[src/hdl/rwcm_sqrt.sv]
// rwcm_sqrt: pipelined integer square root, one result bit per register stage.
// Depends on nothing but its parameters; a side vector travels along unchanged.
module rwcm_sqrt #(
  parameter int IW = 41,
  parameter int SW = 1
) (
  input  logic                  clk,
  input  logic                  rst_n,
  input  logic                  en,
  input  logic                  in_valid,
  input  logic [IW-1:0]         in_rad,
  input  logic [SW-1:0]         in_side,
  output logic                  out_valid,
  output logic [(IW+1)/2-1:0]   out_root,
  output logic [SW-1:0]         out_side
);

  localparam int NP  = (IW + 1) / 2;
  localparam int PW  = 2 * NP;
  localparam int RMW = NP + 2;

  logic            v_r    [NP];
  logic [PW-1:0]   rad_r  [NP];
  logic [RMW-1:0]  rem_r  [NP];
  logic [NP-1:0]   root_r [NP];
  logic [SW-1:0]   side_r [NP];

  for (genvar k = 0; k < NP; k++) begin : g_stage
    logic           vi;
    logic [PW-1:0]  radi;
    logic [RMW-1:0] remi;
    logic [NP-1:0]  rooti;
    logic [SW-1:0]  si;
    logic [RMW-1:0] cur;
    logic [RMW-1:0] trial;
    logic           ge;

    // stage input: port for the first stage, previous register otherwise
    if (k == 0) begin : g_first
      assign vi    = in_valid;
      assign radi  = PW'(in_rad);
      assign remi  = '0;
      assign rooti = '0;
      assign si    = in_side;
    end else begin : g_next
      assign vi    = v_r[k-1];
      assign radi  = rad_r[k-1];
      assign remi  = rem_r[k-1];
      assign rooti = root_r[k-1];
      assign si    = side_r[k-1];
    end

    // bring down the next bit pair and try the next root bit
    assign cur   = {remi[RMW-3:0], radi[PW-1:PW-2]};
    assign trial = {rooti, 2'b01};
    assign ge    = (cur >= trial);

    always_ff @(posedge clk) begin
      if (!rst_n) begin
        v_r[k] <= 1'b0;
      end else if (en) begin
        v_r[k] <= vi;
      end
    end

    always_ff @(posedge clk) begin
      if (en) begin
        rad_r[k]  <= radi << 2;
        rem_r[k]  <= ge ? (cur - trial) : cur;
        root_r[k] <= {rooti[NP-2:0], ge};
        side_r[k] <= si;
      end
    end
  end

  assign out_valid = v_r[NP-1];
  assign out_root  = root_r[NP-1];
  assign out_side  = side_r[NP-1];

endmodule

[config.mk]
export PLATFORM = sky130hd
export DESIGN_NAME = rwcm_sqrt
export DESIGN_NICKNAME = d
export VERILOG_FILES = /design/src/hdl/rwcm_sqrt.sv
export SDC_FILE = /design/constraint.sdc
export NUM_CORES = 1
export LEC_CHECK = 0
export BUFFER_PORTS_ARGS = -buffer_cell sky130_fd_sc_hd__buf_2
export CORE_ASPECT_RATIO = 1.1
export CORE_MARGIN = 1.5
export CORE_UTILIZATION = 35
export DETAILED_ROUTE_END_ITERATION = 12
export GPL_ROUTABILITY_DRIVEN = 0
export GPL_TIMING_DRIVEN = 0
export PLACE_DENSITY = 0.56
export SLEW_MARGIN = 30
export SYNTH_ARGS = -nofsm -noshare
export SYNTH_HDL_FRONTEND = slang
export SYNTH_SLANG_ARGS = --single-unit
export TNS_END_PERCENT = 100
[constraint.sdc]
create_clock -name clk -period 6.15 [get_ports clk]
set_input_delay 1.23 -clock clk [delete_from_list [all_inputs] [get_ports clk]]
set_output_delay 1.23 -clock clk [all_outputs]
set_load 0.03 [all_outputs]
### Yosys cells after proc, flatten, opt, wreduce, memory -nomap -nowiden

Memory sizes are Yosys's and may differ from the RTL's.
Cells that the tools add are included.

* bits in registers: 0
* bits in latches: 0
* memory bits (writable): 1806
* memory bits (read-only): 0
* input bits: 46
* word-level logic and storage cells: 115
* memories kept: 5

* add/subtract/negate cells: 21
* $mul: 0
* div/mod/pow operators: 0
* magnitude comparators: 21
* eq/ne operators: 0
* shift operators: 0
* muxes and demuxes: 47
* bitwise operators: 21
* reductions and logical operators: 0

Memory list
* rad_r: depth 21, width 40, rd ports 20, clocked after memory_dff 0, wr ports 21, line 23 `logic [PW-1:0] rad_r [NP];`
* rem_r: depth 21, width 23, rd ports 20, clocked after memory_dff 0, wr ports 21, line 24 `logic [RMW-1:0] rem_r [NP];`
* root_r: depth 21, width 21, rd ports 21, clocked after memory_dff 0, wr ports 21, line 25 `logic [NP-1:0] root_r [NP];`
* side_r: depth 21, width 1, rd ports 21, clocked after memory_dff 0, wr ports 21, line 26 `logic [SW-1:0] side_r [NP];`
* v_r: depth 21, width 1, rd ports 21, clocked after memory_dff 0, wr ports 21, line 22 `logic v_r [NP];`

Operators by type and width (number)
* $mux W23: 21
* $ge A23 B23 Y1: 20
* $sub A23 B23 Y23: 20
* $mux W1: 26
* $or A1 B1 Y1: 21
* $sub A1 B1 Y2 const B: 1
* $ge A1 B1 Y1 const B: 1

### Longest topological paths before layout

* depth after elaboration: 4
* gate-level depth with buffers: 12

### Worst setup path after synthesis

OpenSTA, ideal clock, no wires.

* path type: register to register
* from: memory rem_r[18][9] (netlist name)
* to: memory rem_r[19][14] (netlist name) (data pin)
* data arrival time: 2803 ps
* required time: 5890 ps
* setup slack: 3087 ps
* cell stages (with the launch flop): 11
* path buffers: 2
* cells stage by stage: edfxtp_1 > ha_1 > buf_2 > a21o_1 > a21o_1 > a21o_1 > a221oi_4 > o211ai_2 > a2111oi_4 > buf_6 > mux2_2

RTL lines (line)
* from (decl): 24

==> metrics.md <==
| Metric | Value |
|---|---|
| Status | `complete, no violations` |
| H-tree depth | `3` |
| WL met2 | `approximately 45 mm` |
| Root Buffer | `clkbuf_16` |
| Min Clock Period, post-route | `about 3.8 ns` |
| First-pass GRT wire length | `146 mm` |
| Routed Antenna Nets | `0` |
| Layout cells sized above 1 | `0.0842` |
| Nature of the critical path startpoint | `primary input` |
| Most frequent cells in the layout | `edfxtp_1 (1082), inv_1 (324), nand2_1 (278), ha_1 (252), o21ai_0 (231)` |
| Wire length per cell | `about 15 µm` |
| Slew Limit Fails | `0` |
| Largest family of logic cells by synthesized area | `compound AO/OA/AOI/OAI gates` |
| Sequential element share of the synthesized area | `0.651` |
| All-Layer GR Usage | `0.125` |
| R2R setup slack | `2.42 ns` |
| Pre-CTS WS | `1.52 ns` |
| Setup Total Neg Slack | `0 ns` |
| Post-CTS Setup Inserts | `0` |
| Worst vdd ir | `0.000231 V` |
| HP Class | `flip-flop to flip-flop` |
| Leading post-synthesis cells by cell area | `edfxtp_1 (65%), ha_1 (6.3%), xor2_1 (2.5%)` |
| DRT met1 WL | `38.6 mm` |
| Inst Count DP | `5785` |
| FILL cells | `13300` |
| Router iterations before antenna repair | `5` |
| R2r worst-path depth | `9` |
| Initial antenna violation count | `0` |
| Clk sinks | `1083` |
| Async SR Flop Fraction | `0` |
| Bufs and invs on worst path | `6` |
| Yosys top cell area share | `0.650` |
| Top_reg_cell synth | `edfxtp_1` |
| Final setup viols | `0` |
| Post-CTS sizing | `0` |
| Fin util | `0.401` |
| Simple-gate share of the synthesized area | `0.0939` |
| N_diodes | `0` |
| Clock Skew | `~0.062 ns` |
| Finished Layout Cells | `6006` |
| Drt via density | `around 4.8` |
| Initial Util | `0.352` |
| WS Path Type | `primary input to flip-flop` |
| Hold-fix buffers, CTS | `0` |
| Clock Pin Slew Worst Setup and Hold Paths | `0.06 ns` |
| Cell Pwr Density | `roughly 360 mW/mm²` |
| Critical path endpoint category | `flip-flop` |
| Count of input and output buffers | `68` |
| Final HPWL DP | `roughly 65 mm` |
| Via count | `29000` |
| Post-synthesis net count | `4095` |
| Remaining global-route overflow | `0` |
| Nets@finish | `4291` |
| Critical R2R Launch | `rem_r[18][1]$_DFFE_PP_` |
| Mux share of post-synthesis cell area | `0.0117` |
| Slowest CP cell | `buf_16` |
| CP arrival | `slightly above 4 ns` |
| WL final | `91.2 mm` |
| Leakage power | `around 0.022 µW` |
| Syn Inst Count | `3797` |
| RSZ-0062 raised after global routing | `no` |
| Core area | `roughly 0.14 mm²` |
| Max Freq | `0.265 GHz` |
| Commonest non-fill, non-tap cell in the layout | `edfxtp_1` |
| Met3 WL post-DR | `about 3.4 mm` |
| Syn Area/Cell | `13.2 µm²` |
| Post-synth top area cell | `edfxtp_1` |
| Crit path largest cell delay | `0.53 ns` |
| Row Count | `approximately 150` |
| End of the worst register-to-register path | `rem_r[19][10]$_DFFE_PP_` |
| CTS buffer count | `around 120` |
| Distinct cells, synth | `92` |
| Layout Area Growth over Synthesis | `13.9%` |
| CTS tree | `yes` |
| Final period util | `0.614` |
| Post-synthesis compound-gate area fraction | `0.0995` |
| Max_cap viols | `0` |
| Full die area | `0.145 mm²` |
| Worst slew pin tran | `0.865 ns` |
| Worst Setup SP | `en` |
| Yosys warning count | `0` |
| Worst-Skew Late Latency | `0.75 ns` |
| Residual DRC | `0` |
| Die height | `around 400 µm` |
| CP top delay family | `buffers and inverters` |
| Largest net degree at the start of global routing | `134` |
| Worst path cell trace | `buf_12, buf_16, buf_16, buf_16, buf_16, buf_16` |
| XOR/XNOR Fraction of Synth Area | `0.0500` |
| Setup ws final | `2.37 ns` |
| Final Hold Viols | `0` |
| Max-slew headroom | `0.422` |
| IO Count | `69` |
| Crit path required time | `6.48 ns` |
| Hold-critical path depth | `0` |
| Vias in the first global route | `28700` |
| CTS max path bufs | `3` |
| Worst Hold End | `rad_r[1][187]$_DFFE_PP_` |
| Area share of fa/ha/maj cells after synthesis | `0.0631` |
| Yosys reg bits | `1083` |
| CP most frequent cell | `buf_16` |
| Top Metal Used | `met4` |
| Initial drt markers | `~1800` |
| Hold Crit Start | `rad_r[1][145]$_DFFE_PP_` |
| Crit Path Max Fanout | `approximately 130` |
| Post-Synthesis Cell Area | `0.0499 mm²` |
| Die width | `363 µm` |
| Post-synth EDFFs | `1082` |
==> area by class of cell <==
cell class | count | area (µm²) | share of cell area
well taps | 1911 | 2390 | 0.0420
flip-flops and latches | 1083 | 32500 | 0.572
repair buffers | 77 | 603 | 0.0106
clock buffers | 147 | 3090 | 0.0544
plain buffers | 74 | 314 | 0.00552
clock inverters | 74 | 825 | 0.0145
multi-input cells | 2313 | 15900 | 0.280
inverters | 327 | 1230 | 0.0216
==> worst register-to-register path: cells and delay by family (launching register included) <==
kind	cells	cell delay, ns
compound gates	6	2.12
fa+ha+maj	1	0.38
buf+inv	1	0.24
flops	1	0.39
mux	1	0.36
==> flip-flops by register name (all words and copies together), names as in the netlist <==
name	count
rad_r	420
rem_r	390
root_r	231
side_r	21
v_r	21
==> metal layers <==
metal  global-route usage  vias up
met4               0.0651        0
met2                0.221      508
met3               0.0217      220
met1                0.144    13700
li1                     -    14500
met5                    0        -
==> synthesized netlist by cell type, drive strengths merged (11+ instances only) <==
library cell / n
nor3: 89
a2111oi: 15
inv: 327
or2: 11
nand2: 278
o21a: 54
o21bai: 11
mux2i: 11
and2: 12
mux2: 42
clkbuf: 56
nor2b: 38
buf: 18
a21boi: 11
nor2: 195
a21o: 72
ha: 252
a211oi: 24
o31ai: 31
or3: 40
edfxtp: 1082
xor2: 144
xnor2: 141
nand3: 63
or4: 21
o211ai: 21
nor4: 41
o21ai: 235
and3: 39
nand4: 36
nand2b: 42
a21oi: 186
a31oi: 20
==> per-stage QoR <==
stage	hold slack, ns	total power [µW]	cell area (µm²)
after floorplan	0.400	12300	49900
after global placement	0.401	13500	52700
after detailed placement	0.405	13300	53000
after CTS	0.385	20500	56900
after global routing	0.395	21300	56900
final	0.384	20200	56900
==> power by group <==
group	internal, µW	switching, µW
Combinational	1510	1990
Sequential	9220	474
Clock	4100	2930
Total	14800	5400
==> cell families after synthesis <==
group	Yosys count
flip-flops	1083
AND/OR/NAND/NOR	947
AO/OA/AOI/OAI	775
buffers and inverters	401
XOR/XNOR	285
adder cells (fa/ha/maj)	252
multiplexers	53
other	1
==> worst max path at each step <==
stage | to | depth (start not counted)
final | root_r[2][93]$_DFFE_PP_ | 6
after global routing | root_r[2][93]$_DFFE_PP_ | 6
after CTS | root_r[2][93]$_DFFE_PP_ | 6
after detailed placement | root_r[2][92]$_DFFE_PP_ | 6
after global placement | v_r[9]$_DFFE_PP_ | 2
after floorplan | rem_r[19][14]$_DFFE_PP_ | 10
Power figures use the tool's default switching activity.
