--- src/hdl/rwcm_pkg.sv ---
// rwcm_pkg: shared constants, types and the arctangent table of the ripple warp
// coordinate map. Used by rwcm_cordic and the top level; has no dependencies.
package rwcm_pkg;

  // angle and trig fixed-point formats
  localparam int ANG_FRAC  = 13;        // angles in Q3.13 radians
  localparam int TRIG_FRAC = 14;        // sine and cosine in Q2.14
  localparam int Z_W       = 16;        // signed angle accumulator width
  localparam int XY_W      = 18;        // signed cordic vector width
  localparam int CORDIC_STEPS = 14;

  localparam int PI_Q13            = 25736;
  localparam int TWO_PI_Q13        = 51472;
  localparam int HALF_PI_Q13       = 12868;
  localparam int THREE_HALF_PI_Q13 = 38604;
  localparam int CORDIC_K_Q14      = 9949;
  localparam int TENTH_Q16         = 6554;
  localparam int TENTH_SHIFT       = 17;

  // ratio, frequency and argument widths
  localparam int RATIO_W   = 14;        // ratio in Q.13, up to 16383
  localparam int FREQ_W    = 16;
  localparam int FREQ_FRAC = 8;
  localparam int PHASE_W   = 9;
  localparam int ARG_W     = RATIO_W + FREQ_W - FREQ_FRAC + 1;
  localparam int AMOD_W    = 16;        // argument after reduction, below two pi

  // phase * pi / 180 as phase * 6434 / 45, the divide by 45 by reciprocal
  localparam int PH_MUL    = 6434;
  localparam int PH_MUL_W  = PHASE_W + 13;
  localparam int DIV45_M   = 5965233;
  localparam int DIV45_M_W = 23;
  localparam int DIV45_SH  = 28;
  localparam int PH_TERM_W = 17;

  // argument modulo two pi by reciprocal, one correction afterwards
  localparam int MOD_M     = 83442;
  localparam int MOD_M_W   = 17;
  localparam int MOD_SH    = 32;
  localparam int MOD_Q_W   = ARG_W + MOD_M_W - MOD_SH;

  // configuration register indexes
  localparam int CFG_IDX_W = 3;
  typedef enum logic [CFG_IDX_W-1:0] {
    CFG_CENTER_X   = 3'd0,
    CFG_CENTER_Y   = 3'd1,
    CFG_RADIUS     = 3'd2,
    CFG_FREQ       = 3'd3,
    CFG_PHASE      = 3'd4,
    CFG_IMG_WIDTH  = 3'd5,
    CFG_IMG_HEIGHT = 3'd6
  } cfg_idx_t;

  // rounded arctangent of 2^-i in Q3.13
  function automatic logic signed [Z_W-1:0] atan_q13(input int i);
    logic signed [Z_W-1:0] v;
    v = '0;
    unique case (i)
      0:  v = 16'sd6434;
      1:  v = 16'sd3798;
      2:  v = 16'sd2007;
      3:  v = 16'sd1019;
      4:  v = 16'sd511;
      5:  v = 16'sd256;
      6:  v = 16'sd128;
      7:  v = 16'sd64;
      8:  v = 16'sd32;
      9:  v = 16'sd16;
      10: v = 16'sd8;
      11: v = 16'sd4;
      12: v = 16'sd2;
      13: v = 16'sd1;
      default: v = '0;
    endcase
    return v;
  endfunction

endpackage

--- src/hdl/rwcm_cordic.sv ---
// rwcm_cordic: pipelined rotation cordic giving cosine and sine in Q2.14,
// one iteration per register stage. Depends on rwcm_pkg for formats and table.
module rwcm_cordic #(
  parameter int SW = 1
) (
  input  logic                                 clk,
  input  logic                                 rst_n,
  input  logic                                 en,
  input  logic                                 in_valid,
  input  logic signed [rwcm_pkg::Z_W-1:0]      in_z,
  input  logic [SW-1:0]                        in_side,
  output logic                                 out_valid,
  output logic signed [rwcm_pkg::XY_W-1:0]     out_cos,
  output logic signed [rwcm_pkg::XY_W-1:0]     out_sin,
  output logic [SW-1:0]                        out_side
);

  localparam int N  = rwcm_pkg::CORDIC_STEPS;
  localparam int XW = rwcm_pkg::XY_W;
  localparam int ZW = rwcm_pkg::Z_W;

  logic                 v_r    [N];
  logic signed [XW-1:0] x_r    [N];
  logic signed [XW-1:0] y_r    [N];
  logic signed [ZW-1:0] z_r    [N];
  logic [SW-1:0]        side_r [N];

  for (genvar k = 0; k < N; k++) begin : g_stage
    logic                 vi;
    logic signed [XW-1:0] xi;
    logic signed [XW-1:0] yi;
    logic signed [ZW-1:0] zi;
    logic [SW-1:0]        si;
    logic signed [XW-1:0] xs;
    logic signed [XW-1:0] ys;
    logic signed [ZW-1:0] ang;

    // the first stage starts from the gain-corrected unit vector
    if (k == 0) begin : g_first
      assign vi = in_valid;
      assign xi = XW'(rwcm_pkg::CORDIC_K_Q14);
      assign yi = '0;
      assign zi = in_z;
      assign si = in_side;
    end else begin : g_next
      assign vi = v_r[k-1];
      assign xi = x_r[k-1];
      assign yi = y_r[k-1];
      assign zi = z_r[k-1];
      assign si = side_r[k-1];
    end

    // floor shifts and the table angle of this step
    assign xs  = xi >>> k;
    assign ys  = yi >>> k;
    assign ang = rwcm_pkg::atan_q13(k);

    always_ff @(posedge clk) begin
      if (!rst_n) begin
        v_r[k] <= 1'b0;
      end else if (en) begin
        v_r[k] <= vi;
      end
    end

    // rotate towards zero residual angle
    always_ff @(posedge clk) begin
      if (en) begin
        if (!zi[ZW-1]) begin
          x_r[k] <= xi - ys;
          y_r[k] <= yi + xs;
          z_r[k] <= zi - ang;
        end else begin
          x_r[k] <= xi + ys;
          y_r[k] <= yi - xs;
          z_r[k] <= zi + ang;
        end
        side_r[k] <= si;
      end
    end
  end

  assign out_valid = v_r[N-1];
  assign out_cos   = x_r[N-1];
  assign out_sin   = y_r[N-1];
  assign out_side  = side_r[N-1];

endmodule

--- config.mk ---
export PLATFORM = sky130hd
export DESIGN_NAME = rwcm_cordic
export DESIGN_NICKNAME = d
export VERILOG_FILES = /design/src/hdl/rwcm_pkg.sv /design/src/hdl/rwcm_cordic.sv
export SDC_FILE = /design/constraint.sdc
export NUM_CORES = 2
export LEC_CHECK = 0
export ABC_AREA = 1
export BUFFER_PORTS_ARGS = -buffer_cell sky130_fd_sc_hd__buf_2
export CORE_AREA = 2 2 312 314
export CTS_BUF_LIST = sky130_fd_sc_hd__clkbuf_8
export DETAILED_ROUTE_END_ITERATION = 8
export DIE_AREA = 0 0 314 316
export PLACE_DENSITY_LB_ADDON = 0.05
export SYNTH_ARGS = -nofsm -noshare
export SYNTH_HDL_FRONTEND = slang
export SYNTH_SLANG_ARGS = --single-unit
--- constraint.sdc ---
create_clock -name clk -period 3.1 [get_ports clk]
set_input_delay 0.62 -clock clk [delete_from_list [all_inputs] [get_ports clk]]
set_output_delay 0.62 -clock clk [all_outputs]
set_load 0.02 [all_outputs]
After elaboration in Yosys (flattened, before gate mapping)
Memory sizes are Yosys's and may differ from the RTL's.
Cells that the tools add are included.
- output and inout port bits: 38
- input bits: 21
- logic and storage cells: 286
- memories: 5
- register bits after elaboration: 0
- memory bits (writable): 756
- multiplexer cells: 145
- bitwise logic cells: 56
- $add $sub $neg: 80
- memories (name ; words ; width ; rd ports ; clocked after memory_dff ; wr ports ; RTL line ; text):
    x_r ; 14 ; 18 ; 14 ; 0 ; 14 ; rwcm_cordic.sv:23 ; logic signed [XW-1:0] x_r [N];
    y_r ; 14 ; 18 ; 14 ; 0 ; 14 ; rwcm_cordic.sv:24 ; logic signed [XW-1:0] y_r [N];
    z_r ; 14 ; 16 ; 13 ; 0 ; 14 ; rwcm_cordic.sv:25 ; logic signed [ZW-1:0] z_r [N];
    side_r ; 14 ; 1 ; 14 ; 0 ; 14 ; rwcm_cordic.sv:26 ; logic [SW-1:0] side_r [N];
    v_r ; 14 ; 1 ; 14 ; 0 ; 14 ; rwcm_cordic.sv:22 ; logic v_r [N];
- operators with widths (operator ; count):
    2-to-1 mux 18 bit ; 28
    2-to-1 mux 16 bit ; 14
    2-to-1 mux 1 bit ; 103
    bitwise OR 1 bit ; 56
    adder 18 x 10 -> 18 bit ; 2
    adder 18 x 11 -> 18 bit ; 2
    adder 18 x 12 -> 18 bit ; 2
    adder 18 x 13 -> 18 bit ; 2
    adder 18 x 14 -> 18 bit ; 2
    adder 18 x 15 -> 18 bit ; 2
    adder 18 x 16 -> 18 bit ; 2
    adder 18 x 17 -> 18 bit ; 2
    adder 18 x 5 -> 18 bit ; 2
    adder 18 x 6 -> 18 bit ; 2
    adder 18 x 7 -> 18 bit ; 2
    adder 18 x 8 -> 18 bit ; 2
    adder 18 x 9 -> 18 bit ; 2
    subtractor 18 x 10 -> 18 bit ; 2
    subtractor 18 x 11 -> 18 bit ; 2
    subtractor 18 x 12 -> 18 bit ; 2
    subtractor 18 x 13 -> 18 bit ; 2
    subtractor 18 x 14 -> 18 bit ; 2
    subtractor 18 x 15 -> 18 bit ; 2
    subtractor 18 x 16 -> 18 bit ; 2
    other kinds (32) ; 40

Depth between registers and ports, before layout
An unclocked memory read counts as a cell.
- depth in word-level cells: 5
- depth in mapped cells: 21
- depth with buffers taken out: 21

Worst setup path before layout
Ideal clock, no wire load.
- path type: in2reg
- start: in en
- end: mem y_r[0][51] (netlist name) (data pin)
- buffers on the path: 3
- stages on the path: 18
- slack: 53 ps
- library setup time: 252 ps
- data required time: 2848 ps
- arrival: 2794 ps
- cells stage by stage: buf_12 -> buf_8 -> nand2_4 -> clkbuf_1 -> nand2_1 -> o21ai_0 -> ha_1 -> inv_1 -> fa_1 -> nand2_1 -> nand2_1 -> and2_1 -> nand3_1 -> nand3_1 -> nand2_1 -> nand2_1 -> nand2_1 -> nand2_1
- RTL lines (what ; RTL line ; text):
    start: declaration ; rwcm_cordic.sv:8 ; input logic en,
    end: declaration ; rwcm_cordic.sv:24 ;

==> metrics.cfg <==
[min_path]
min_path_type=input port to flop

[synthesis]
ys_ff_latch=677
ys.flop_type=edfxtp_1
synth_edf_count=676
ys_warn_count=0
yosysSeqAreaShare_pct=35.7
synth_area_sq_um=57000
syn_area_per_cell_sq_um=7.91
synthArstFlopShare_pct=0
synth_cell_types=48
syn_inst=7201

[final_layout]
drive_gt1_share_pct=10.8
syn2layout_area_growth_pct=14.1
nets=8406
final_cell_mix=nand2_1, inv_1, edfxtp_1
final_util_pct=67.7
final_common_cell=nand2_1

[sta]
relSlewSlack_pct=41.2
rsz0062_at_grt=true
maxSlewViolCount=0
worst_slew_pin_slew_ns=0.882
hold_violations=0
max_freq_mhz=330
fin_crit_sh_pct=97.8
clock_skew_ns=0.0302
setup_viol=0
post-route-min-period_ns=3.03

[critical_path]
critPathCaptureType=flop
startpoint_type=flop
crit_arrival_ns=3.55
regToRegSetupSlack_ns=0.07
cp.required_ns=3.62
path_class=flop to flop
crit_path_max_fanout=4

[global_route]
groute.usage.overall_pct=28.9
grt_max_degree=147
grt_overflow_total=0
grt_pass1_vias=46800
grt_pass1_wl_um=235000
antenna_found_initial=1

[detailed_routing]
drtIter0Drc=3911
via_per_inst=5.46
drt-total-wl_um=145000
wire_per_inst_um=16.0
vias=49800
firstDrtPassIters=6
antenna_left=0
drcViolationCount=0

[die]
num_rows=114
num_io_pins=59
start_util_pct=59.3
core-area_sq_um=96000
fp.dieH_um=316
die-area_sq_um=99200
die_w_um=314

[clocking]
cts.htree.levels=3
clk_latency_ns=0.80
cts_buffers=118
clk_pin_slew_ns=0.06
cts_tree=built
clk_path_buf_depth=3
cts_root_buf=clkbuf_8
cts.sinks=677

[place]
place_congestion=0.946
dp_hpwl_um=116000
portBuffers=58

[run_status]
status=complete, no violations

[run]
drv_cap=0

## Yosys cell counts (6+ instances only)
cell	count	area [sq um]
nand4_1	79	494
nand2_2	13	81.3
nand2_4	15	169
or2_2	6	37.5
nor3_1	76	380
ha_1	613	7670
xnor2_1	103	902
inv_1	905	3400
o21bai_1	33	248
xor2_1	434	3800
buf_2	17	85.1
and2_1	17	106
nand2_1	1887	7080
a31oi_1	36	225
nand3_1	577	2890
inv_2	11	41.3
o31ai_1	33	248
a21oi_1	504	2520
o21a_1	39	293
clkbuf_1	29	109
edfxtp_1	676	20300
fa_1	39	781
o21ai_0	224	1120
nand3b_1	31	233
a21o_1	116	871
nor2_1	624	2340
nor4_1	12	75.1
a21boi_0	10	75.1
## critical path, cell delays in order, from the launching register on
cell and delay [ns]:
edfxtp_1 0.46, buf_4 0.18, nor2_2 0.11, nand4_1 0.21, nor3_2 0.28, buf_4 0.15
buf_4 0.09, nand3_1 0.09, nand2_1 0.08, a21oi_1 0.09, ha_1 0.34, nand2_1 0.12
inv_1 0.05, nand2_1 0.09, nand3_2 0.10, inv_1 0.07, nand2_1 0.08, nand3_1 0.10
nand2_2 0.07
## timing repair
| item | in CTS | in global routing |
|---|---|---|
| hold buffers | 2 | 0 |
| pin swaps | 0 | 56 |
| hold endpoints to repair | 2 | 0 |
| gates resized for setup | 3 | 187 |
| endpoints found under the setup margin | 6 | 121 |
| setup buffers | 0 | 27 |
## logic make-up (layout without fill, tap and decap cells)
| logic type | Yosys count | count (layout) | share of synthesized area [%] |
|---|---|---|---|
| flops | 677 | 677 | 35.7 |
| xor+xnor | 541 | 541 | 8.37 |
| compound gates | 1010 | 1010 | 10.0 |
| simple gates | 3345 | 3345 | 24.5 |
| other cells | 2 | 7 | 0.0132 |
| buf+inv | 974 | 1604 | 6.56 |
| fa+ha+maj | 652 | 652 | 14.8 |
## flip-flops by register name, summed over array words and instances, names as in the netlist
| signal | cells |
|---|---|
| x_r | 232 |
| side_r | 14 |
| z_r | 185 |
| v_r | 14 |
| y_r | 232 |
## metal layers
metal	track usage [%]	routed length [um]	up-vias
met3	3.60	7360	256
li1	-	-	25300
met5	0	0	-
met1	39.3	66700	23000
met2	49.0	67700	1247
met4	7.74	3760	0
## final cells by class
cell class	count	area [sq um]
multi-input cells	5553	33600
fillers	8211	31000
clock inverters	103	918
inverters	923	3480
flip-flops and latches	677	20300
clock buffers	118	1620
well taps	1276	1600
repair buffers	460	3420
diodes	2	5.00
## final timing paths
path / cells after the start / from / end
setup / recovery: 18 / y_r[0][23]$_DFFE_PP_ / x_r[0][53]$_DFFE_PP_
hold / removal: 3 / rst_n / v_r[1][0]$_DFF_P_
setup reg to reg: 18 / y_r[0][23]$_DFFE_PP_ / x_r[0][53]$_DFFE_PP_
hold reg to reg: 0 / z_r[0][85]$_DFFE_PP_ / z_r[0][101]$_DFFE_PP_
## metrics by stage
step / std cells / TNS, ns / setup WS [ns] / cell area (sq um) / hold slack, ns
6_report: 9112 / 0 / 0.0697 / 65000 / 0.116
5_1_grt: 9112 / -0.597 / -0.0854 / 65000 / 0.0951
4_1_cts: 9083 / 0 / 0.00715 / 64100 / 0.0422
3_5_place_dp: 8860 / -7.96 / -0.254 / 61500 / 0.405
3_3_place_gp: 8860 / -4.77 / -0.202 / 61500 / 0.400
2_1_floorplan: 7204 / 0 / 0.0534 / 57000 / 0.400
Power is not shown: default switching activity piles up to over one toggle a cycle in this logic, so the estimate is an artifact.
