## config.mk

```make
export PLATFORM = sky130hd
export DESIGN_NAME = rwcm_div
export DESIGN_NICKNAME = d
export VERILOG_FILES = /design/src/hdl/rwcm_div.sv
export SDC_FILE = /design/constraint.sdc
export NUM_CORES = 1
export LEC_CHECK = 0
export ABC_AREA = 1
export BUFFER_PORTS_ARGS = -buffer_cell sky130_fd_sc_hd__buf_2
export CAP_MARGIN = 0
export CELL_PAD_IN_SITES_DETAIL_PLACEMENT = 0
export CELL_PAD_IN_SITES_GLOBAL_PLACEMENT = 2
export CORE_MARGIN = 3
export CORE_UTILIZATION = 32
export DETAILED_ROUTE_END_ITERATION = 6
export GPL_ROUTABILITY_DRIVEN = 0
export GPL_TIMING_DRIVEN = 0
export PLACE_DENSITY_LB_ADDON = 0.1
export RECOVER_POWER = 100
export SYNTH_ARGS = -nofsm -noshare
export SYNTH_HDL_FRONTEND = slang
export SYNTH_SLANG_ARGS = --single-unit
```

## constraint.sdc

```tcl
create_clock -name clk -period 3.44 [get_ports clk]
set_clock_uncertainty 0.2 [all_clocks]
set_input_delay 0.344 -clock clk [delete_from_list [all_inputs] [get_ports clk]]
set_output_delay 0.344 -clock clk [all_outputs]
set_load 0.005 [all_outputs]
```

## src/hdl/rwcm_div.sv

```systemverilog
// rwcm_div: pipelined restoring divider, one quotient bit per register stage.
// The quotient must fit in QW bits; depends on nothing but its parameters.
module rwcm_div #(
  parameter int NW = 26,
  parameter int DW = 12,
  parameter int QW = 14,
  parameter int SW = 1
) (
  input  logic          clk,
  input  logic          rst_n,
  input  logic          en,
  input  logic          in_valid,
  input  logic [NW-1:0] in_num,
  input  logic [DW-1:0] in_den,
  input  logic [SW-1:0] in_side,
  output logic          out_valid,
  output logic [QW-1:0] out_quot,
  output logic [SW-1:0] out_side
);

  logic          v_r    [QW];
  logic [DW-1:0] rem_r  [QW];
  logic [QW-1:0] lq_r   [QW];
  logic [SW-1:0] side_r [QW];

  for (genvar k = 0; k < QW; k++) begin : g_stage
    logic          vi;
    logic [DW-1:0] remi;
    logic [QW-1:0] lqi;
    logic [SW-1:0] si;
    logic [DW:0]   cur;
    logic [DW:0]   dif;
    logic          ge;

    // upper numerator bits start the remainder, lower ones shift in
    if (k == 0) begin : g_first
      assign vi   = in_valid;
      assign remi = DW'(in_num[NW-1:QW]);
      assign lqi  = in_num[QW-1:0];
      assign si   = in_side;
    end else begin : g_next
      assign vi   = v_r[k-1];
      assign remi = rem_r[k-1];
      assign lqi  = lq_r[k-1];
      assign si   = side_r[k-1];
    end

    // trial subtract of the divisor
    assign cur = {remi, lqi[QW-1]};
    assign dif = cur - {1'b0, in_den};
    assign ge  = (cur >= {1'b0, in_den});

    always_ff @(posedge clk) begin
      if (!rst_n) begin
        v_r[k] <= 1'b0;
      end else if (en) begin
        v_r[k] <= vi;
      end
    end

    always_ff @(posedge clk) begin
      if (en) begin
        rem_r[k]  <= ge ? dif[DW-1:0] : cur[DW-1:0];
        lq_r[k]   <= {lqi[QW-2:0], ge};
        side_r[k] <= si;
      end
    end
  end

  assign out_valid = v_r[QW-1];
  assign out_quot  = lq_r[QW-1];
  assign out_side  = side_r[QW-1];

endmodule

```

Word-level counts from Yosys, hierarchy flattened
Memory sizes are Yosys's and may differ from the RTL's.
Index checks and enable logic that the tools add are counted.
- add/subtract/negate cells: 14
- magnitude comparators: 14
- mux-type cells: 33
- bitwise gates (word level): 14
- operator list (operator ; count):
    13-bit by 12-bit greater-or-equal comparator with 1-bit output ; 14
    12-bit two-way mux ; 14
    12-bit subtractor ; 14
    1-bit two-way mux ; 19
    1-bit OR ; 14
- bits in registers: 0
- RAM bits: 392
- input port bits: 43
- output and inout bits: 16
- word-level logic and storage cells: 79
- memories: 4
- memory list (memory ; words ; bits a word ; read ports ; clocked after memory_dff ; wr ports ; line ; RTL):
    lq_r ; 14 ; 14 ; 14 ; 0 ; 14 ; 23 ; logic [QW-1:0] lq_r [QW];
    rem_r ; 14 ; 12 ; 13 ; 0 ; 14 ; 22 ; logic [DW-1:0] rem_r [QW];
    side_r ; 14 ; 1 ; 14 ; 0 ; 14 ; 24 ; logic [SW-1:0] side_r [QW];
    v_r ; 14 ; 1 ; 14 ; 0 ; 14 ; 21 ; logic v_r [QW];

Logic depth before layout (Yosys ltp)
Gate-level depths: netlist of run 1.
- word-level depth: 4
- gate-level depth with buffers: 12
- mapped depth without buffers: 11

Worst setup path after synthesis of run 1
Ideal clock, no wire load.
- kind: input to register
- start: input port in_den[8]
- end: memory rem_r[10][6], in the netlist rem_r[1][30], data pin
- arrival: 1844 ps
- required time: 2987 ps
- path slack: 1143 ps
- cell stages on the path: 11
- path buffers: 1
- path through: inv_1 ha_1 nand2_2 inv_1 nand2_1 nand2_2 a21oi_4 nand3_4 buf_12 nand2_1 nand2_1
- RTL lines (what ; line ; RTL):
    from (decl) ; 14 ; input logic [DW-1:0] in_den,
    to (decl) ; 22 ;

==> results.json, run 1 <==
{
  "cts_tree": "built",
  "status": "finished, violations left",
  "drc": 0,
  "vias": 18000,
  "worst_path_largest_cell_delay_ns": 0.66,
  "yosysUniqueCellTypes": 32,
  "yosys-top-cells-count": "nand2_1, inv_1, edfxtp_1",
  "worstSkewPairLatency_ns": 0.58,
  "drv_cap": 1,
  "setup_violations": 0,
  "layout-drive-gt1-share_pct": 7.76,
  "cts_buffers": 47,
  "fin_crit_sh_pct": 87.8,
  "dp_hpwl_um": 46000,
  "worst_path_max_delay_cell": "clkbuf_2",
  "via_per_inst": 4.62,
  "crit_cells": 14,
  "hold_slack_ns": 0.0277,
  "path_max_fanout": 14,
  "synth_top_area_cell": "edfxtp_1",
  "grt_pass1_wl_um": 100000,
  "holdPathStages": 3,
  "violations": "max-capacitance violations, max-slew violations",
  "gr-total-overflow": 0,
  "synth.avg_cell_area_sq_um": 8.73,
  "area_growth_pct": 13.7,
  "crit_chain": "clkbuf_2 -> clkinvlp_2 -> clkbuf_1 -> buf_4 -> ha_1 -> nand2_1 -> nor2_1 -> nand2_1 -> nand3_1 -> nand2_1 -> nand3_1 -> buf_6 -> nand2_1 -> o21ai_0",
  "path_buf_inv": 5,
  "synth_ff_type": "edfxtp_1",
  "cts-root-buf": "clkbuf_16",
  "die-area_sq_mm": 0.0781,
  "cp_top_family": "buffers and inverters",
  "antenna_cells": 0,
  "critPathMostFrequentCell": "nand2_1",
  "p_per_area_mw_per_mm2": 809,
  "yosysTopAreaCellShare_pct": 47.6,
  "grt_pass1_vias": 17700,
  "grt_max_degree": 120,
  "cp-end-kind": "register",
  "detail_route.wl_per_cell_um": 16.3,
  "die_x_um": 279,
  "leakage_uw": 0.0126,
  "dp_cells": 3763,
  "drt_iter0_drc": 1025,
  "period_minus_slack_ns": 3.02,
  "synth-async-reset-ratio_pct": 0,
  "synth_fp_nets": 2965,
  "ys_top_cells_by_area": "edfxtp_1, nand2_1, ha_1",
  "die_y_um": 279,
  "htreeDepth": 2,
  "hold_violations": 0,
  "ant_nets": 0,
  "synth_seq_cells": 380,
  "stdcell_count": 3883,
  "synth_edf_count": 379,
  "ir_worst_vdd_uv": 338,
  "dp_slack_ns": -0.616,
  "hp-class": "in2reg",
  "finalWirelength_um": 63100,
  "nets": 3109,
  "io_pins": 59,
  "antenna_found_initial": 2,
  "cts_buffer_depth": 3,
  "grt_usage_pct": 16.3,
  "yosys_warnings": 0,
  "cts.sinks": 380,
  "ys_seq_area_share_pct": 47.6,
  "rsz0062_at_grt": "false",
  "cp-start-kind": "input port",
  "setup_slack_ns": 0.420,
  "path_class": "in2reg",
  "core_sq_mm": 0.0735,
  "portBuffers": 58,
  "tightest_slew_ns": 1.63,
  "rr_worst_depth": 9,
  "relSlewSlack_pct": -8.71,
  "syn-instance-count": 2741,
  "synth.most_common_cell": "nand2_1",
  "slew_violations": 120,
  "required_ns": 3.55,
  "dr.pass1.iters": 5,
  "cts.clk_slew.worst_paths_ns": 0.06,
  "std_cell_rows": 99,
  "arrival_ns": 3.13,
  "syn_area_sq_mm": 0.0239,
  "clock.fmax_ghz": 0.331,
  "initial_core_util_pct": 32.6
}
routing by layer:
layer | wire length, um | global-route usage, %
met2 | 29500 | 27.3
met5 | 0 | 0
met1 | 30500 | 22.7
met4 | 1130 | 3.50
met3 | 2030 | 1.98
timing repair:
| action | 4_1_cts | 5_1_grt |
|---|---|---|
| buffers inserted | 3 | 0 |
| hold buffers | 29 | 0 |
| setup endpoints to repair | 1 | 0 |
| resized for setup | 1 | 0 |
| endpoints found under the hold margin | 67 | 0 |
kinds of logic (layout without fill, tap and decap cells):
| kind of cell | count (synthesis) | count (layout) | synth area share [%] |
|---|---|---|---|
| buf+inv | 505 | 688 | 8.81 |
| xor+xnor | 68 | 68 | 2.49 |
| flops | 380 | 380 | 47.6 |
| fa+ha+maj | 181 | 181 | 9.87 |
| compound gates | 159 | 159 | 4.09 |
| simple gates | 1448 | 1448 | 27.1 |
area by class of cell:
| cell class | instances | area, sq um |
|---|---|---|
| Fill cell | 7608 | 46300 |
| Buffer | 34 | 313 |
| Timing Repair Buffer | 95 | 686 |
| Clock buffer | 57 | 1230 |
| Clock inverter | 31 | 332 |
| Multi-Input combinational cell | 1856 | 10300 |
| Tap cell | 959 | 1200 |
| Inverter | 471 | 1770 |
| Sequential cell | 380 | 11400 |
through the flow:
stage               total power [uW]  TNS (ns)  utilization [%]  cell area (sq um)
finish                         22000         0             37.0              27200
global route                   24100         0             37.0              27200
CTS                            22600         0             37.4              27400
detailed placement             17400    -57.17             34.8              25600
global placement               17400  -1489.85             34.6              25400
floorplan                      14600         0                -              23900
state kept, by name, indices dropped and copies added (netlist names):
name	cells
lq_r	196
rem_r	156
side_r	14
v_r	14
final timing paths:
kind,start,to,slack (ns)
setup / recovery,in_den[1],rem_r[1][50],0.42
hold reg to reg,lq_r[11][7],lq_r[12][8],0.20
hold / removal,in_num[14],rem_r[0][1],0.03
setup reg to reg,rem_r[0][86],rem_r[1][5],0.87
cells in the final DEF, fill, tap and decap left out, drive strengths merged, types with 7 or more instances in the layout:
| cell | instances |
|---|---|
| xnor2 | 13 |
| nand2 | 880 |
| o21ai | 91 |
| nand3b | 25 |
| inv | 476 |
| nand4 | 120 |
| xor2 | 55 |
| nand3 | 223 |
| clkbuf | 77 |
| nor2 | 170 |
| edfxtp | 379 |
| ha | 168 |
| a21oi | 67 |
| nor3 | 29 |
| fa | 13 |
| dlygate4sd3 | 29 |
| clkinv | 14 |
| buf | 80 |
| clkinvlp | 7 |
power by group:
group / switching (uW) / internal (uW) / total, uW
registers: 676 / 6730 / 7410
clock network: 2010 / 2960 / 4970
logic: 6130 / 3480 / 9620
total: 8820 / 13200 / 22000
worst register-to-register path, stage by stage (launching register included):
cell	delay (ns)
edfxtp_1	0.43
ha_1	0.37
nand2_1	0.15
inv_1	0.05
nand2_1	0.08
nand3_1	0.16
nand2_1	0.22
nand3_1	0.16
buf_6	0.18
o21ai_0	0.33
Power figures use the tool's default switching activity.
==> inputs of run 2 (changes only) <==
--- a/config.mk
+++ b/config.mk
@@ -10,6 +10,7 @@
 export CAP_MARGIN = 0
 export CELL_PAD_IN_SITES_DETAIL_PLACEMENT = 0
 export CELL_PAD_IN_SITES_GLOBAL_PLACEMENT = 2
+export CORE_ASPECT_RATIO = 0.9
 export CORE_MARGIN = 3
 export CORE_UTILIZATION = 32
 export DETAILED_ROUTE_END_ITERATION = 6
==> run 2 against run 1 <==
- non-clock buffer count down 3
- critical path type unchanged
- first-iteration DRC count down 1.6%
- sequential share of layout area up 0.19 points
- the run still ends with max-capacitance violations, max-slew violations left
- power down 1.1%
- largest power group unchanged
==> results.json, run 2 (synthesis results as in run 1) <==
{
  "die_x_um": 294,
  "portBuffers": 58,
  "tns_ns": 0,
  "required_ns": 3.58,
  "path_class": "in2reg",
  "ir_worst_vdd_uv": 339,
  "layout_commonest_cell": "nand2_1",
  "gr-total-overflow": 0,
  "largest_reg_flops": 196,
  "dp_slack_ns": -0.472,
  "hp-class": "reg2reg",
  "cts_buffer_depth": 3,
  "regMostFlops": "lq_r",
  "power.clock.fraction_pct": 22.0,
  "hp-start": "lq_r[10][5]",
  "rr_worst_depth": 9,
  "arrival_ns": 3.20,
  "cell_internal_pwr_uw": 13000,
  "cp-end-kind": "register",
  "p_per_area_mw_per_mm2": 803,
  "cts-root-buf": "clkbuf_16",
  "ant_nets": 0,
  "violations": "max-capacitance violations, max-slew violations",
  "holdPathStages": 0,
  "dp_hpwl_um": 46100,
  "pwr-share-comb_pct": 43.9,
  "drc": 0,
  "top_regs": "lq_r x196, rem_r x156",
  "path_max_fanout": 14,
  "antenna_cells": 0,
  "antenna_found_initial": 0,
  "hold_violations": 0,
  "slew_violations": 83,
  "rr_endpoint": "rem_r[0][72]",
  "regToRegStartpoint": "rem_r[0][66]",
  "drt_iter0_drc": 1009,
  "finalWirelength_um": 63800,
  "layout-drive-gt1-share_pct": 7.95,
  "swShare_pct": 40.2,
  "final_core_util_pct": 36.8,
  "cts_tree": "built",
  "cp-start-kind": "input port",
  "cts.sinks": 380,
  "drv_cap": 1,
  "setup_violations": 0,
  "htreeDepth": 2,
  "fin_crit_sh_pct": 89.1,
  "leakage_uw": 0.0126,
  "vias": 18000,
  "final_cell_mix": "nand2_1, inv_1, edfxtp_1",
  "status": "finished, violations left",
  "tightest_slew_ns": 2.20,
  "grt_usage_pct": 16.5,
  "grt_max_degree": 123,
  "clock.fmax_ghz": 0.326,
  "hold_end": "lq_r[11][6]",
  "die_y_um": 265,
  "dr.pass1.iters": 5,
  "io_pins": 59,
  "nets": 3106,
  "r2r_setup_slack_ns": 0.73,
  "initial_core_util_pct": 32.5,
  "relSlewSlack_pct": -46.7,
  "detail_route.wl_per_cell_um": 16.4,
  "setup_slack_ns": 0.374,
  "power_frac_seq_pct": 34.1,
  "cts_buffers": 47,
  "p_sw_uw": 8740,
  "hold_slack_ns": 0.215,
  "die-area_sq_mm": 0.0781,
  "period_minus_slack_ns": 3.07,
  "cts.clk_slew.worst_paths_ns": 0.06,
  "via_per_inst": 4.65,
  "worstSkewPairLatency_ns": 0.57,
  "grt_pass1_wl_um": 101000,
  "rsz0062_at_grt": "false",
  "power.total_uw": 21700,
  "grt_pass1_vias": 17700,
  "nFillCells": 7610,
  "std_cell_rows": 94,
  "area_growth_pct": 13.2,
  "core_sq_mm": 0.0736
}
==> run 2: metal layers <==
layer | GRT usage, % | vias to the layer above | part of all wire [%]
met4 | 4.17 | 0 | 2.2
met1 | 23.6 | 8333 | 50
met2 | 26.4 | 252 | 45
li1 | - | 9363 | -
met3 | 2.27 | 79 | 3.7
met5 | 0 | - | 0
==> run 2: worst max-delay path, cell delays in order <==
cell and delay [ns]:
buf_2 0.10, inv_1 0.86, ha_1 0.44, nand2_1 0.08
nand2_1 0.06, nand2_1 0.06, nand2_1 0.07, a21oi_1 0.46
nand3_2 0.18, buf_6 0.19, o21ai_0 0.33
==> run 2: how the worst max path moves through the flow <==
stage / start / end / slack [ns] / depth (start not counted)
detailed placement: in_den[1] / rem_r[1][12] / -0.47 / 11
finish: in_den[6] / rem_r[0][72] / 0.37 / 11
global placement: en / v_r[1][0] / -4.46 / 4
global route: in_den[6] / rem_r[0][48] / 0.21 / 11
floorplan: in_den[8] / rem_r[1][30] / 1.14 / 11
CTS: in_den[1] / rem_r[1][12] / 0.14 / 11
==> run 2: metrics by stage <==
step,area [sq um],std cells
6_report,27100,3879
2_1_floorplan,23900,2741
4_1_cts,27300,3876
5_1_grt,27100,3879
3_3_place_gp,25400,3759
3_5_place_dp,25500,3762
==> run 2: repair_timing <==
item | in CTS | in global routing
setup endpoints to repair | 0 | 2
hold buffers | 28 | 0
buffers inserted | 0 | 3
endpoints found under the hold margin | 31 | 0
gates resized for setup | 0 | 1
==> run 2: cell type report <==
type                    count  area (sq um)  area share, %
well taps                 960          1200           4.44
plain buffers              34           319           1.18
clock buffers              56          1250           4.63
inverters                 471          1770           6.54
clock inverters            30           243          0.896
repair buffers             92           678           2.50
flip-flops and latches    380         11400           42.1
multi-input cells        1856         10200           37.7
==> run 2: power by group through the flow <==
stage | clock, uW | sequential [uW] | combinational, uW
2_1_floorplan | 0 | 7150 | 7480
3_3_place_gp | 0 | 7580 | 9820
3_5_place_dp | 0 | 7520 | 9830
4_1_cts | 5030 | 7440 | 9910
5_1_grt | 5210 | 7530 | 11100
6_report | 4790 | 7420 | 9540
